[src/hw/rtl/ssh_pkg.sv]
`timescale 1ns / 1ps
`default_nettype none
// ----------------------------------------------------------------------------
// ssh_pkg: shared types and constants of the selectable string hash
// Holds the hash selection codes, the register indexes, the multiplier
// constants and the request format carried from the front to the back.
// ----------------------------------------------------------------------------
package ssh_pkg;

    // Register indexes of the configuration port.
    localparam int CFG_INDEX_W = 1;
    localparam logic [CFG_INDEX_W-1:0] CFG_HASH_SELECT = 1'b0;
    localparam logic [CFG_INDEX_W-1:0] CFG_SLOT_MASK   = 1'b1;

    // Register widths.
    localparam int SEL_W  = 4;
    localparam int MASK_W = 16;
    localparam int CFG_W  = 16;
    localparam int CHAR_W = 8;

    // Hash selection codes; codes above SEL_MUL4555 mean constant zero.
    localparam logic [SEL_W-1:0] SEL_ZERO    = 4'd0;
    localparam logic [SEL_W-1:0] SEL_FIRST   = 4'd1;
    localparam logic [SEL_W-1:0] SEL_HEAD2   = 4'd2;
    localparam logic [SEL_W-1:0] SEL_HEAD3   = 4'd3;
    localparam logic [SEL_W-1:0] SEL_HEAD4   = 4'd4;
    localparam logic [SEL_W-1:0] SEL_SUM     = 4'd5;
    localparam logic [SEL_W-1:0] SEL_MUL5    = 4'd6;
    localparam logic [SEL_W-1:0] SEL_MUL37   = 4'd7;
    localparam logic [SEL_W-1:0] SEL_MUL43   = 4'd8;
    localparam logic [SEL_W-1:0] SEL_MUL4555 = 4'd9;

    // Multiplier constants of the running and head hashes.
    localparam int K_5     = 5;
    localparam int K_11    = 11;
    localparam int K_37    = 37;
    localparam int K_43    = 43;
    localparam int K_139   = 139;
    localparam int K_4555  = 'h4555;
    localparam int K_SHIFT = 8;

    // Head store: four characters, position count saturates at four.
    localparam int HEAD_N = 4;
    localparam int POS_W  = 3;
    localparam logic [POS_W-1:0] POS_FULL = 3'd4;

    // Width of the head hash sums (largest value stays below 2^16).
    localparam int HEAD_SUM_W = 16;

    // Depth of the request queue between front and back.
    localparam int QDEPTH = 2;

    // One request: a character or the string terminator.
    typedef struct packed {
        logic              term;
        logic [CHAR_W-1:0] ch;
    } ssh_req_t;

endpackage : ssh_pkg
`default_nettype wire

[src/hw/rtl/selectable_string_hash.sv]
`timescale 1ns / 1ps
`default_nettype none
// ----------------------------------------------------------------------------
// selectable_string_hash: streaming string hash with ten selectable functions
// Characters are pushed one per request; a zero character ends the string
// and produces one result holding the hash and the hash ANDed with the mask.
// ----------------------------------------------------------------------------
// The block takes one character per clock cycle, the terminator included, as
// long as each result is popped by the cycle in which the next terminator
// reaches the hash engine. A result that still waits holds that terminator
// back, the two-entry queue then fills with the characters behind it and full
// rises. A pushed character is first written into the request queue and is
// taken from there by the engine; the result register loads when the engine
// takes the terminator. The rate is set by the running hash update, at most
// one constant multiply, a shift and an add or xor per character. A
// two-entry request queue parts the input from the engine, and a
// one-entry result register parts the engine from the output. Configuration
// is written through wr_en, wr_index and wr_data and must only change while
// no string is in flight.
// ----------------------------------------------------------------------------
module selectable_string_hash
    import ssh_pkg::*;
#(
    parameter int SLOT_BITS  = 16,
    parameter int HASH_WIDTH = 32
)
(
    input  wire logic                   clk,
    input  wire logic                   rst_n,
    input  wire logic                   push,
    input  wire logic [CHAR_W-1:0]      ch,
    output logic                        full,
    output logic                        empty,
    input  wire logic                   pop,
    output logic [HASH_WIDTH-1:0]       hash_value,
    output logic [SLOT_BITS-1:0]        slot,
    input  wire logic                   wr_en,
    input  wire logic [CFG_INDEX_W-1:0] wr_index,
    input  wire logic [CFG_W-1:0]       wr_data
);

    logic [SEL_W-1:0]  hash_select_reg, hash_select_next;
    logic [MASK_W-1:0] slot_mask_reg, slot_mask_next;
    logic              q_valid;
    logic              q_pop;
    ssh_req_t          q_req;

    // Configuration register writes.
    always_comb
    begin
        hash_select_next = hash_select_reg;
        slot_mask_next   = slot_mask_reg;
        if (wr_en)
        begin
            case (wr_index)
                CFG_HASH_SELECT: hash_select_next = wr_data[SEL_W-1:0];
                CFG_SLOT_MASK:   slot_mask_next   = wr_data[MASK_W-1:0];
                default:         ;
            endcase
        end
    end

    always_ff @(posedge clk or negedge rst_n)
    begin
        if (!rst_n)
        begin
            hash_select_reg <= SEL_ZERO;
            slot_mask_reg   <= '0;
        end
        else
        begin
            hash_select_reg <= hash_select_next;
            slot_mask_reg   <= slot_mask_next;
        end
    end

    // Input side: classify and queue requests.
    ssh_front u_front (
        .clk     (clk),
        .rst_n   (rst_n),
        .push    (push),
        .ch      (ch),
        .full    (full),
        .q_valid (q_valid),
        .q_req   (q_req),
        .q_pop   (q_pop)
    );

    // Hash engine and result register.
    ssh_back #(
        .HASH_WIDTH (HASH_WIDTH),
        .SLOT_BITS  (SLOT_BITS)
    ) u_back (
        .clk         (clk),
        .rst_n       (rst_n),
        .q_valid     (q_valid),
        .q_req       (q_req),
        .q_pop       (q_pop),
        .hash_select (hash_select_reg),
        .slot_mask   (slot_mask_reg),
        .pop         (pop),
        .empty       (empty),
        .hash_value  (hash_value),
        .slot        (slot)
    );

endmodule : selectable_string_hash
`default_nettype wire

[src/hw/rtl/ssh_front.sv]
`timescale 1ns / 1ps
`default_nettype none
// ----------------------------------------------------------------------------
// ssh_front: input side of the string hash
// Accepts characters, marks the terminator and holds the requests in a
// short queue until the back takes them.
// ----------------------------------------------------------------------------
module ssh_front
    import ssh_pkg::*;
(
    input  wire logic              clk,
    input  wire logic              rst_n,
    input  wire logic              push,
    input  wire logic [CHAR_W-1:0] ch,
    output logic                   full,
    output logic                   q_valid,
    output ssh_req_t               q_req,
    input  wire logic              q_pop
);

    localparam int PTR_W = (QDEPTH > 1) ? $clog2(QDEPTH) : 1;
    localparam int CNT_W = $clog2(QDEPTH + 1);

    ssh_req_t           slot_reg [QDEPTH];
    logic [PTR_W-1:0]   wr_ptr_reg, wr_ptr_next;
    logic [PTR_W-1:0]   rd_ptr_reg, rd_ptr_next;
    logic [CNT_W-1:0]   count_reg, count_next;
    logic               push_ok;
    ssh_req_t           new_req;

    // Classify the incoming character.
    always_comb
    begin
        new_req.term = (ch == '0);
        new_req.ch   = ch;
    end

    assign full    = (count_reg == CNT_W'(QDEPTH));
    assign q_valid = (count_reg != '0);
    assign q_req   = slot_reg[rd_ptr_reg];
    assign push_ok = push && !full;

    // Pointer and fill count update.
    always_comb
    begin
        wr_ptr_next = wr_ptr_reg;
        rd_ptr_next = rd_ptr_reg;
        count_next  = count_reg;
        if (push_ok)
        begin
            wr_ptr_next = (wr_ptr_reg == PTR_W'(QDEPTH - 1)) ? '0 : wr_ptr_reg + 1'b1;
        end
        if (q_pop)
        begin
            rd_ptr_next = (rd_ptr_reg == PTR_W'(QDEPTH - 1)) ? '0 : rd_ptr_reg + 1'b1;
        end
        if (push_ok && !q_pop)
        begin
            count_next = count_reg + 1'b1;
        end
        else if (!push_ok && q_pop)
        begin
            count_next = count_reg - 1'b1;
        end
    end

    always_ff @(posedge clk or negedge rst_n)
    begin
        if (!rst_n)
        begin
            wr_ptr_reg <= '0;
            rd_ptr_reg <= '0;
            count_reg  <= '0;
        end
        else
        begin
            wr_ptr_reg <= wr_ptr_next;
            rd_ptr_reg <= rd_ptr_next;
            count_reg  <= count_next;
        end
    end

    // Queue storage needs no reset.
    always_ff @(posedge clk)
    begin
        if (push_ok)
        begin
            slot_reg[wr_ptr_reg] <= new_req;
        end
    end

endmodule : ssh_front
`default_nettype wire

[src/hw/rtl/ssh_back.sv]
`timescale 1ns / 1ps
`default_nettype none
// ----------------------------------------------------------------------------
// ssh_back: hash engine of the string hash
// Folds each character into the running value and the head store, and on
// the terminator forms the selected hash into the result register.
// ----------------------------------------------------------------------------
module ssh_back
    import ssh_pkg::*;
#(
    parameter int HASH_WIDTH = 32,
    parameter int SLOT_BITS  = 16
)
(
    input  wire logic                  clk,
    input  wire logic                  rst_n,
    input  wire logic                  q_valid,
    input  wire ssh_req_t              q_req,
    output logic                       q_pop,
    input  wire logic [SEL_W-1:0]      hash_select,
    input  wire logic [MASK_W-1:0]     slot_mask,
    input  wire logic                  pop,
    output logic                       empty,
    output logic [HASH_WIDTH-1:0]      hash_value,
    output logic [SLOT_BITS-1:0]       slot
);

    logic [HASH_WIDTH-1:0] run_reg, run_next;
    logic [CHAR_W-1:0]     head_reg [HEAD_N];
    logic [CHAR_W-1:0]     head_next [HEAD_N];
    logic [POS_W-1:0]      pos_reg, pos_next;
    logic                  out_valid_reg, out_valid_next;
    logic [HASH_WIDTH-1:0] hash_reg;
    logic [SLOT_BITS-1:0]  slot_reg;

    logic                  take;
    logic [HASH_WIDTH-1:0] ch_ext;
    logic [HASH_WIDTH-1:0] stepped;
    logic [HASH_WIDTH-1:0] final_hash;
    logic [HEAD_SUM_W-1:0] c0, c1, c2, c3;
    logic [HEAD_SUM_W-1:0] sum2, sum3, sum4;
    logic [HEAD_SUM_W-1:0] head_hash;
    logic [63:0]           hash_wide;
    logic [63:0]           mask_wide;

    // A character is always taken; a terminator needs room in the result register.
    assign take  = q_valid && (!q_req.term || !out_valid_reg || pop);
    assign q_pop = take;
    assign empty = !out_valid_reg;
    assign hash_value = hash_reg;
    assign slot       = slot_reg;

    assign ch_ext = HASH_WIDTH'(q_req.ch);

    // One step of the running hash.
    always_comb
    begin
        case (hash_select)
            SEL_SUM:     stepped = run_reg + ch_ext;
            SEL_MUL5:    stepped = (run_reg * HASH_WIDTH'(K_5)) + ch_ext;
            SEL_MUL37:   stepped = (run_reg * HASH_WIDTH'(K_37)) ^ ch_ext;
            SEL_MUL43:   stepped = (run_reg * HASH_WIDTH'(K_43)) ^ ch_ext;
            SEL_MUL4555: stepped = ((run_reg * HASH_WIDTH'(K_4555)) >> K_SHIFT) ^ ch_ext;
            default:     stepped = run_reg;
        endcase
    end

    // Weighted sums over the head characters.
    always_comb
    begin
        c0   = HEAD_SUM_W'(head_reg[0]);
        c1   = HEAD_SUM_W'(head_reg[1]);
        c2   = HEAD_SUM_W'(head_reg[2]);
        c3   = HEAD_SUM_W'(head_reg[3]);
        sum2 = c0 * HEAD_SUM_W'(K_139) + c1;
        sum3 = c0 * HEAD_SUM_W'(K_139) + c1 * HEAD_SUM_W'(K_37) + c2;
        sum4 = sum3 + c2 * HEAD_SUM_W'(K_11 - 1) + c3;
    end

    // Head hash chosen by selection and string length.
    always_comb
    begin
        head_hash = '0;
        if (hash_select == SEL_HEAD2)
        begin
            if (pos_reg != '0)
            begin
                head_hash = c0 * HEAD_SUM_W'(K_37) + c1;
            end
        end
        else if (pos_reg == POS_W'(1))
        begin
            head_hash = c0;
        end
        else if (pos_reg == POS_W'(2))
        begin
            head_hash = sum2;
        end
        else if (pos_reg == POS_W'(3) || hash_select == SEL_HEAD3)
        begin
            if (pos_reg != '0)
            begin
                head_hash = sum3;
            end
        end
        else if (pos_reg != '0)
        begin
            head_hash = sum4;
        end
    end

    // Final hash of the finished string.
    always_comb
    begin
        case (hash_select) inside
            SEL_FIRST:                    final_hash = HASH_WIDTH'(head_reg[0]);
            SEL_HEAD2, SEL_HEAD3, SEL_HEAD4: final_hash = HASH_WIDTH'(head_hash);
            [SEL_SUM:SEL_MUL4555]:        final_hash = run_reg;
            default:                      final_hash = '0;
        endcase
    end

    assign hash_wide = 64'(final_hash);
    assign mask_wide = 64'(slot_mask);

    // String state and result flag update.
    always_comb
    begin
        run_next       = run_reg;
        pos_next       = pos_reg;
        head_next      = head_reg;
        out_valid_next = out_valid_reg;
        if (pop && out_valid_reg)
        begin
            out_valid_next = 1'b0;
        end
        if (take)
        begin
            if (q_req.term)
            begin
                out_valid_next = 1'b1;
                run_next       = '0;
                pos_next       = '0;
                for (int i = 0; i < HEAD_N; i++)
                begin
                    head_next[i] = '0;
                end
            end
            else
            begin
                run_next = stepped;
                if (pos_reg < POS_FULL)
                begin
                    head_next[pos_reg[1:0]] = q_req.ch;
                    pos_next                = pos_reg + 1'b1;
                end
            end
        end
    end

    always_ff @(posedge clk or negedge rst_n)
    begin
        if (!rst_n)
        begin
            run_reg       <= '0;
            pos_reg       <= '0;
            out_valid_reg <= 1'b0;
            for (int i = 0; i < HEAD_N; i++)
            begin
                head_reg[i] <= '0;
            end
        end
        else
        begin
            run_reg       <= run_next;
            pos_reg       <= pos_next;
            out_valid_reg <= out_valid_next;
            head_reg      <= head_next;
        end
    end

    // Result payload is loaded on each terminator.
    always_ff @(posedge clk)
    begin
        if (take && q_req.term)
        begin
            hash_reg <= final_hash;
            slot_reg <= SLOT_BITS'(hash_wide & mask_wide);
        end
    end

endmodule : ssh_back
`default_nettype wire
[config.mk]
export PLATFORM = sky130hd
export DESIGN_NAME = selectable_string_hash
export DESIGN_NICKNAME = d
export VERILOG_FILES = /design/src/hw/rtl/ssh_pkg.sv /design/src/hw/rtl/selectable_string_hash.sv /design/src/hw/rtl/ssh_front.sv /design/src/hw/rtl/ssh_back.sv
export SDC_FILE = /design/constraint.sdc
export NUM_CORES = 1
export LEC_CHECK = 0
export ABC_AREA = 1
export BUFFER_PORTS_ARGS = -buffer_cell sky130_fd_sc_hd__buf_2
export CORE_UTILIZATION = 43
export CTS_CLUSTER_DIAMETER = 30
export DETAILED_ROUTE_END_ITERATION = 6
export PLACE_DENSITY_LB_ADDON = 0.05
export RECOVER_POWER = 50
export SKIP_LAST_GASP = 1
export SLEW_MARGIN = 20
export SYNTH_ARGS = -nofsm -noshare
export SYNTH_HDL_FRONTEND = slang
export SYNTH_SLANG_ARGS = --single-unit
export TNS_END_PERCENT = 30
[constraint.sdc]
create_clock -name clk -period 6.6 [get_ports clk]
set_input_delay 1.32 -clock clk [delete_from_list [all_inputs] [get_ports clk]]
set_output_delay 1.32 -clock clk [all_outputs]
set_load 0.05 [all_outputs]
==> results.yml <==
clocking:
  cts_buffer_depth: 2
  clock-sinks: 158
  cts_hold_buf: 0
  cts_tree: "done"
  clk_pin_slew_ps: 80
  cts_root_buf: "clkbuf_16"
  htreeDepth: 4
  clock_latency_ps: 470
  numCtsBuffers: 17
detailed_routing:
  via_per_inst: 5.44
  vias: 27900
  drt-initial-drc-count: 1842
  antenna_left: 0
  drt_first_pass_iters: 7
  drc: 2
  avgRoutedWirePerCell_um: 22.0
  routed_wl_mm: 113
placed_design:
  dp_hpwl_mm: 96.6
  postPlaceCellArea_um2: 31300
  place_congestion: 0.993
  port_buffers: 79
timing:
  finClkSkew_ps: 15.7
  period_share_pct: 103
  slew_violations: 95
  setup_violations: 21
  finalCriticalPeriod_ps: 6820
  setup_ws_ps: -223
  max_freq_mhz: 147
  worstMarginPinSlew_ps: 2130
  relSlewSlack_pct: -42.3
  hold_viol: 0
  rsz0062_at_grt: "yes"
grt:
  grt_pass1_vias: 28100
  grt_first_pass_wirelength_mm: 169
  antenna_found_initial: 2
  overflow: 0
  grt_max_degree: 63
  grt_usage_pct: 33.6
critical_path:
  arrival_ps: 7050
  worst-path-max-fanout: 4
  path_class: "flip-flop to flip-flop"
  cp_slowest_cell: "fa_1"
  max_stage_delay_ps: 530
  worstSetupEndpointType: "flip-flop"
  start_kind: "flip-flop"
  path_common_cell: "nand2_2"
  worstPathRequired_ps: 6820
layout:
  mostFrequentLayoutCells: "nand2_1 (845), inv_1 (726), ha_1 (427)"
  nets: 4962
  fin_area_um2: 32900
  final_common_cell: "nand2_1"
  area_delta_synth_final_pct: 14.3
  drive_above_1_share_pct: 11.8
  antenna_cells: 0
  fill_cells: 6844
synthesis:
  ys.flop_type: "dfrtp_1"
  syn-cell-area_um2: 28800
  synth_edf_count: 66
  synth_area_leaders: "ha_1 (20%), fa_1 (16%), nand2_1 (12%)"
  ys_seq_area_share_pct: 14.9
  yosysTopAreaCellShare_pct: 19.6
  ys_ff_latch: 158
  synth_top_area_cell: "ha_1"
  synthCells: 3993
  avgSynthCellArea_um2: 7.22
  ys_types: 59
  synth.net_count: 4708
  async_flop_share_pct: 58.2
  yosys_warnings: 0
job:
  max_cap_violations: 2
floorplanning:
  fp.dieH_um: 261
  core_um2: 66000
  initial_core_util_pct: 43.7
  ios: 80
  dieWidth_um: 261
  die_area_um2: 68100
  rows: 94
run_status:
  run_status: "finished, violations left"
  violations: "design-rule violations, max-capacitance violations, max-slew violations, negative setup slack"
hold_path:
  hp-class: "flip-flop to flip-flop"
-- cells in the mapped netlist, types with 3 or more instances --
cell type / count
nand2_1: 887
inv_1: 739
ha_1: 452
nor2_1: 299
nand3_1: 286
a21oi_1: 278
fa_1: 233
o21ai_0: 217
dfrtp_1: 92
nand4_1: 73
edfxtp_1: 66
nor3_1: 38
xnor2_1: 31
xor2_1: 31
nand3b_1: 26
o21bai_1: 20
a21o_1: 19
inv_2: 18
o21ai_1: 18
or2_2: 18
buf_2: 14
clkbuf_1: 11
o21a_1: 11
a21boi_0: 10
o211ai_1: 10
and3_1: 8
nand2_2: 8
nor2_4: 7
nor4_1: 7
mux2_2: 5
o22ai_1: 5
a31oi_1: 4
and2_1: 4
buf_4: 4
nand2b_1: 4
nor2_2: 4
a21boi_1: 3
inv_4: 3
o31ai_1: 3
-- final cells by class --
class	instances	area, µm²	area share (%)
multi-input combinational	3044	22300	67.8
sequential	158	4290	13.0
inverter	760	2860	8.68
timing repair buffer	266	1790	5.44
tap	864	1080	3.28
clock buffer	18	450	1.37
clock inverter	14	141	0.429
-- timing repair --
action,in CTS,in global routing
pin swaps,29,61
setup buffers,26,10
setup endpoints to repair,22,24
gates resized for setup,78,98
-- stage by stage --
step | util [%] | cells | hold slack, ps | setup slack, ps | setup TNS [ps]
finish | 49.9 | 5124 | 483 | -223 | -3500
floorplan | - | 3993 | 446 | 2.29 | 0
detailed placement | 47.4 | 5056 | 465 | -677 | -11380
global route | 49.9 | 5124 | 513 | -507 | -9870
global placement | 47.4 | 5056 | 464 | -623 | -9900
CTS | 49.2 | 5114 | 483 | -220 | -3440
-- routing by layer --
layer,routed length (µm),global-route usage (%)
met4,4040,11.3
met2,57000,60.9
met1,46500,41.2
met5,31,0
met3,5390,3.36
-- critical path, delay by kind of cell (launching register included) --
family | cells | cell delay (ps)
buffers and inverters | 6 | 370
XOR/XNOR | 1 | 180
flip-flops | 1 | 440
adder cells (fa/ha/maj) | 10 | 3940
AND/OR/NAND/NOR | 22 | 1620
-- path summary, 6_finish.rpt --
check	cells past startpoint	slack, ps	end	start
setup / recovery	39	-220	u_back.hash_value[10]$_DFFE_PP_	u_back.c0[4]$_DFFE_PN0P_
hold / removal	2	480	slot_mask_reg[0]$_DFFE_PN0P_	slot_mask_reg[0]$_DFFE_PN0P_
setup reg to reg	39	-220	u_back.hash_value[10]$_DFFE_PP_	u_back.c0[4]$_DFFE_PN0P_
hold reg to reg	2	480	slot_mask_reg[0]$_DFFE_PN0P_	slot_mask_reg[0]$_DFFE_PN0P_
max in group asynchronous	2	2360	u_back.c0[1]$_DFFE_PN0P_	rst_n
min in group asynchronous	1	1470	u_back.run_reg[24]$_DFFE_PN0P_	rst_n
-- cell families (layout without fill, tap and decap cells) --
logic type,count (synthesis),after routing,share of synthesized area (%)
compound gates,613,613,11.7
buf+inv,791,1058,10.5
xor+xnor,62,62,1.88
fa+ha+maj,685,685,35.8
flops,158,158,14.9
simple gates,1677,1677,25.0
mux,7,7,0.265
Power is not shown: default switching activity piles up to over one toggle a cycle in this logic, so the estimate is an artifact.
